File: config.mk
export PLATFORM = sky130hd
export DESIGN_NAME = ccix_queue
export DESIGN_NICKNAME = d
export VERILOG_FILES = /design/src/rtl/ccix_pkg.sv /design/src/rtl/ccix_queue.sv
export SDC_FILE = /design/constraint.sdc
export NUM_CORES = 1
export LEC_CHECK = 0
export BUFFER_PORTS_ARGS = -buffer_cell sky130_fd_sc_hd__buf_2
export CORE_MARGIN = 8
export CORE_UTILIZATION = 40
export DETAILED_ROUTE_END_ITERATION = 10
export GPL_ROUTABILITY_DRIVEN = 0
export GPL_TIMING_DRIVEN = 0
export PLACE_DENSITY = 0.69
export SLEW_MARGIN = 20
export SYNTH_ARGS = -nofsm -noshare
export SYNTH_HDL_FRONTEND = slang
export SYNTH_SLANG_ARGS = --single-unit
export TNS_END_PERCENT = 20
File: constraint.sdc
create_clock -name i_clk -period 6.6 [get_ports i_clk]
set_input_delay 0.33 -clock i_clk [delete_from_list [all_inputs] [get_ports i_clk]]
set_output_delay 0.33 -clock i_clk [all_outputs]
set_load 0.01 [all_outputs]
File: src/rtl/ccix_pkg.sv
`default_nettype none
// ---------------------------------------------------------------------------
// ccix_pkg: shared constants and types for the circle intersection block
// Widths of every intermediate value follow from the coordinate and fraction
// widths, together with the status codes and the buses between the parts.
// ---------------------------------------------------------------------------
package ccix_pkg;

    localparam int COORD_BITS = 16;
    localparam int FRAC_BITS  = 16;
    localparam int OUT_BITS   = 40;

    // Center difference, squared radius, squared distance, power term.
    localparam int DW  = COORD_BITS + 1;
    localparam int SQW = 2 * COORD_BITS;
    localparam int QW  = 2 * COORD_BITS + 1;
    localparam int EW  = 2 * COORD_BITS + 3;
    // Discriminant: signed width and width of its nonnegative values.
    localparam int NW  = 4 * COORD_BITS + 5;
    localparam int NPW = 4 * COORD_BITS + 3;
    // Scaled square root, radicand and partial remainder.
    localparam int SW   = 2 * COORD_BITS + FRAC_BITS + 2;
    localparam int RADW = 2 * SW;
    localparam int RMW  = SW + 3;
    // Numerator of the offset division, divisor and scaled center.
    localparam int MW  = 3 * COORD_BITS + FRAC_BITS + 5;
    localparam int DVW = QW + 1;
    localparam int PW  = COORD_BITS + FRAC_BITS;
    // Width of a point before saturation.
    localparam int VW  = (MW + 2 > OUT_BITS) ? MW + 2 : OUT_BITS + 1;

    localparam int LANES  = 4;
    localparam int QDEPTH = 4;
    localparam int QAW    = $clog2(QDEPTH);

    localparam logic signed [OUT_BITS-1:0] OUT_MAX = {1'b0, {(OUT_BITS - 1){1'b1}}};
    localparam logic signed [OUT_BITS-1:0] OUT_MIN = {1'b1, {(OUT_BITS - 1){1'b0}}};

    typedef enum logic [1:0] {
        ST_OK   = 2'd0,
        ST_NONE = 2'd1,
        ST_SAME = 2'd2
    } t_status;

    // Values that travel with an item from the front part to the divider.
    typedef struct packed {
        t_status                      status;
        logic signed [EW-1:0]         e;
        logic signed [DW-1:0]         ddx;
        logic signed [DW-1:0]         ddy;
        logic signed [COORD_BITS-1:0] x1;
        logic signed [COORD_BITS-1:0] y1;
        logic [QW-1:0]                q;
    } t_side;

    // One classified item as held in the queue.
    typedef struct packed {
        t_side          side;
        logic [NPW-1:0] n;
    } t_job;

    typedef struct packed {
        logic            valid;
        logic [RADW-1:0] rad;
        t_side           side;
    } t_sq_bus;

    typedef struct packed {
        logic          valid;
        logic [SW-1:0] root;
        t_side         side;
    } t_sq_res;

    typedef struct packed {
        logic                        valid;
        logic [LANES-1:0][MW-1:0]    mag;
        logic [LANES-1:0]            neg;
        logic [DVW-1:0]              d;
        logic signed [PW-1:0]        bx;
        logic signed [PW-1:0]        by;
        t_status                     status;
    } t_dv_bus;

    typedef struct packed {
        logic                        valid;
        logic [LANES-1:0][MW-1:0]    quo;
        logic [LANES-1:0]            neg;
        logic signed [PW-1:0]        bx;
        logic signed [PW-1:0]        by;
        t_status                     status;
    } t_dv_res;

    typedef struct packed {
        logic full;
        logic empty;
    } t_q_stat;

endpackage
`default_nettype wire

File: src/rtl/ccix_queue.sv
`default_nettype none
// ---------------------------------------------------------------------------
// ccix_queue: short queue of classified items
// Decouples the front part from the back part so that each stalls alone.
// ---------------------------------------------------------------------------
module ccix_queue (
    input  logic              i_clk,
    input  logic              i_rst_n,
    input  logic              i_push,
    input  ccix_pkg::t_job    i_job,
    input  logic              i_pop,
    output logic              o_valid,
    output ccix_pkg::t_job    o_job,
    output logic              o_room,
    output ccix_pkg::t_q_stat o_stat
);

    ccix_pkg::t_job            r_mem [ccix_pkg::QDEPTH];
    logic [ccix_pkg::QAW-1:0]  r_wr, r_rd;
    logic [ccix_pkg::QAW:0]    r_cnt;

    assign o_stat.full  = (r_cnt == (ccix_pkg::QAW + 1)'(ccix_pkg::QDEPTH));
    assign o_stat.empty = (r_cnt == '0);
    assign o_room       = !o_stat.full;
    assign o_valid      = !o_stat.empty;
    assign o_job        = r_mem[r_rd];

    // Storage.
    always_ff @(posedge i_clk) begin
        if (i_push) begin
            r_mem[r_wr] <= i_job;
        end
    end

    // Pointers and fill count.
    always_ff @(posedge i_clk) begin
        if (!i_rst_n) begin
            r_wr  <= '0;
            r_rd  <= '0;
            r_cnt <= '0;
        end else begin
            if (i_push) begin
                r_wr <= r_wr + 1'b1;
            end
            if (i_pop) begin
                r_rd <= r_rd + 1'b1;
            end
            case ({i_push, i_pop})
                2'b10:   r_cnt <= r_cnt + 1'b1;
                2'b01:   r_cnt <= r_cnt - 1'b1;
                default: r_cnt <= r_cnt;
            endcase
        end
    end

endmodule
`default_nettype wire

## Yosys cells after proc, flatten, opt, wreduce, memory -nomap -nowiden

Memories as Yosys holds them, arrays and structs flattened. A register that Yosys moved wholly into a read port is not among the register bits.
Index checks and enable logic that the tools add are counted.

- $lt $le $gt $ge: 0
- Equality and inequality tests: 3
- Multiply operators: 0
- Bitwise logic cells: 0
- $add $sub $neg: 4
- Shifts and indexed selects: 0
- Multiplexer cells: 5
- Div/mod/pow operators: 0
- Reduce and logical (&&, ||, !) cells: 4

Operators by type and width:

| kind | count |
|---|---|
| $pmux 3 s2 | 1 |
| $add 2x1->2 const B | 2 |
| $mux 2 | 2 |
| $add 3x1->3 const B | 1 |
| $eq 3x3->1 const B | 1 |
| $logic_not 3->1 | 1 |
| $sub 3x1->3 const B | 1 |
| $eq 2x1->1 const B | 1 |
| $eq 2x2->1 const B | 1 |
| $logic_not 1->1 | 2 |
| $mux 1 | 2 |
| $reduce_bool 2->1 | 1 |

- Output and inout bits: 207
- Bits in registers: 7
- Memories kept: 1
- Logic and storage cells: 20
- Memory bits (writable): 812
- Memory bits (read-only): 0
- Bits of input ports: 207
- Bits in latches: 0

Memories:

| name | depth | width | read ports | clocked after Yosys merged registers in | wr ports | RTL line | source |
|---|---|---|---|---|---|---|---|
| r_mem | 4 | 203 | 1 | 1 | 1 | ccix_queue.sv:18 | `ccix_pkg::t_job r_mem [ccix_pkg::QDEPTH];` |

## Longest topological paths before layout

- Depth in word-level cells: 3
- Mapped depth: 7
- Gate-level depth less buffers: 7

## Worst setup path after synthesis

No wires, ideal clock.

- Path type: register -> register
- Start point: register r_wr[0] (netlist name)
- End point: memory r_mem[0][0] (netlist name) (enable)
- Arrival time: 5.157 ns
- Required time: 6.012 ns
- Library setup time: 0.588 ns
- Setup slack: 0.855 ns
- Stages on the path, launching flop included: 4
- Cells stage by stage: dfxtp_1 -> inv_1 -> ha_1 -> and2_1

RTL lines:

| what | RTL line | source |
|---|---|---|
| start: declaration | ccix_queue.sv:19 | `logic [ccix_pkg::QAW-1:0] r_wr, r_rd;` |
| start signal: assignment | ccix_queue.sv:43 | `r_wr <= r_wr + 1'b1;` |
| end: declaration | ccix_queue.sv:18 |  |

No word-level cell before the write port.

==> out/metrics.yaml <==
status: "finished, final reports clean"
dp_cells: 2508
synth_top_area_share_pct: 81.92
io_pins: 414
drc_errors: 0
num-nets-final: 2042
viasPerCell: 4.996
leakage_nw: 12.95
syn_nets: 1323
seq_power_share_pct: 51.3
cts.clk_slew.worst_paths_ns: 0.05
grt_pass1_wl_um: 95880
max-cap-violations: 0
synth_cells: 1110
avgSynthCellArea_um2: 26.82
ys_seq_area_share_pct: 82.52
cts_made_buffers: 84
synth_compound_area_share_pct: 0.05885
wl_per_cell_um: 22.57
finalSetupViolCount: 0
muxShareOfSynthArea_pct: 15.39
hold_violations: 0
max-vdd-ir-drop_uv: 264.7
p_per_area_nw_per_um2: 309.0
switching_share_pct: 22.43
period_needed_ns: 3.197
antenna_found_initial: 8
first_pass_iters: 4
worstSetupPathType: "flop to output port"
dp_hpwl_um: 41350
synthTopCellsByCount: "edfxtp_1 (812), mux4_2 (203), buf_2 (22), buf_6 (20), and2_1 (10)"
die_area_um2: 83400
critPathMaxFanout: 10
synth.largest_area_cell: "edfxtp_1"
ys_seq_elements: 821
die_h_um: 288.8
yosys.cell_types.count: 19
wl_um: 64700
syn_to_final_growth_pct: 28.21
ant_nets: 0
port_buffers: 413
pwr-share-clk_pct: 37.9
critPathRequiredTime_ns: 6.27
worstSetupStartpointType: "flop"
clockBufferDepth: 3
arrival_ns: 2.87
synth_edf_count: 812
drive_gt1_share_pct: 41.78
vias: 14324
hold_ws_ns: 0.09726
grt_pass1_vias: 15644
cts_tree: "done"
post-place-ws_ns: 3.868
grt_start_max_net_pins: 47
root_buffer: "clkbuf_16"
final_max_slew_viol_count: 0
grt_overflow_total: 0
drtIter0Drc: 960
synthTopCellsByArea: "edfxtp_1 (82%), mux4_2 (15%), buf_6 (0.76%)"
coreArea_um2: 74070
worst_setup_path_end_kind: "output port"
hp-class: "input port to flop"
insertion_delay_ns: 0.62
slew_headroom_pct: 41.73
p_int_mw: 9.146
timing.final.ws_setup_ns: 3.403
start_util_pct: 40.19
synth_most_common_cell: "edfxtp_1"
synth_fa_ha_area_share_pct: 0.2774
post_cts_buffers: 0
rows: 100
synth-xor-area-share_pct: 0.1471
gr-usage-all-layers_pct: 15.22
yosys.area_share.simple_pct: 0.3237
worst-slew-pin-transition_ns: 0.8740
clkSinkCount: 821
syn-cell-area_um2: 29770
async_flop_share_pct: 0
die_x_um: 288.8
p_comb_share_pct: 10.8
ys.flop_type: "edfxtp_1"
h-tree-depth: 3
stdcell_count: 2867
fmax_ghz: 0.3128
yosys_warnings: 0
fin_crit_sh_pct: 48.43
clock_skew_ns: 0.02624
rsz0062_at_grt: "no"
p_switching_mw: 2.645
synth_top_family_by_area: "multiplexers"
==> path summary, 6_finish.rpt <==
kind,from,cells after the start,endpoint,slack [ns]
setup / recovery,flop,5,o_job[61],3.40
hold / removal,i_pop,3,flop,0.1
setup reg to reg,r_wr[0],5,r_mem[2][146],4.35
hold reg to reg,r_cnt[2],2,r_cnt[2],0.55
==> area by class of cell <==
type | count | area, um^2
Clock buffer | 107 | 2252
Clock inverter | 41 | 354.1
Sequential cell | 821 | 24560
Fill cell | 5747 | 35910
Inverter | 8 | 30.03
Tap cell | 969 | 1212
Timing Repair Buffer | 633 | 4549
Multi-Input combinational cell | 235 | 4832
Buffer | 46 | 350.3
Antenna cell | 7 | 17.52
==> logic make-up after synthesis <==
group / after synthesis
AO/OA/AOI/OAI: 3
XOR/XNOR: 5
adder cells (fa/ha/maj): 6
buffers and inverters: 54
flip-flops: 821
multiplexers: 204
AND/OR/NAND/NOR: 17
==> flip-flops by register name, summed over array words and instances, names as in the netlist, named ones only <==
register	cells
r_cnt	3
r_mem	812
r_rd	2
r_wr	2
==> worst max-delay path, stage by stage (launching register included) <==
cell and delay [ns]:
dfxtp_1 0.31, buf_2 0.22, clkbuf_1 0.69, buf_2 0.47, mux4_2 0.38, buf_2 0.18
==> layout by cell type, fill, tap and decap left out <==
cell type      instances
a21boi_0               1
and2_1                 6
and2_4                 4
buf_16                16
buf_2                435
buf_6                 20
bufinv_16              3
clkbuf_1              24
clkbuf_16             87
clkinv_1              16
clkinv_16              1
clkinv_2              10
clkinvlp_4             5
dfxtp_1                9
diode_2                7
dlygate4sd3_1        204
edfxtp_1             812
fa_1                   1
ha_1                   5
inv_1                  8
inv_16                 3
inv_6                  3
mux2i_1                1
mux4_2               203
nand2_1                3
nor2_1                 1
nor2b_1                1
o21ai_0                2
or3_1                  2
xnor2_1                2
xor2_1                 3
==> repair_timing <==
action	CTS	global route
hold buffers	204	0
resized for setup	0	0
endpoints found under the hold margin	821	0
==> power by group through the flow <==
| stage | registers, mW | clock network (mW) | logic [mW] |
|---|---|---|---|
| 6_report | 6.05 | 4.47 | 1.28 |
| 5_1_grt | 6.06 | 4.78 | 1.37 |
| 4_1_cts | 6.05 | 4.59 | 1.31 |
| 3_5_place_dp | 6.15 | 0 | 1.20 |
| 3_3_place_gp | 6.23 | 0 | 1.14 |
| 2_1_floorplan | 6.19 | 0 | 0.651 |
==> stage by stage <==
stage                TNS, ns  util [%]  instance area, um^2  power, mW
floorplan                  0         -                29770      6.837
global placement    -2367.15     44.61                33050      7.373
finish                     0     51.52                38160      11.79
detailed placement         0     45.22                33500      7.351
CTS                        0     51.50                38140      11.94
global route               0     51.51                38150      12.21
==> layer usage <==
metal / vias up / global-route usage [%] / routed length [um]
met2: 481 / 25.87 / 33130
met3: 114 / 4.208 / 4672
met4: 4 / 5.859 / 1897
met1: 7430 / 18.46 / 24970
met5: - / 0 / 24
li1: 6295 / - / -
(Power assumes the default switching activity.)
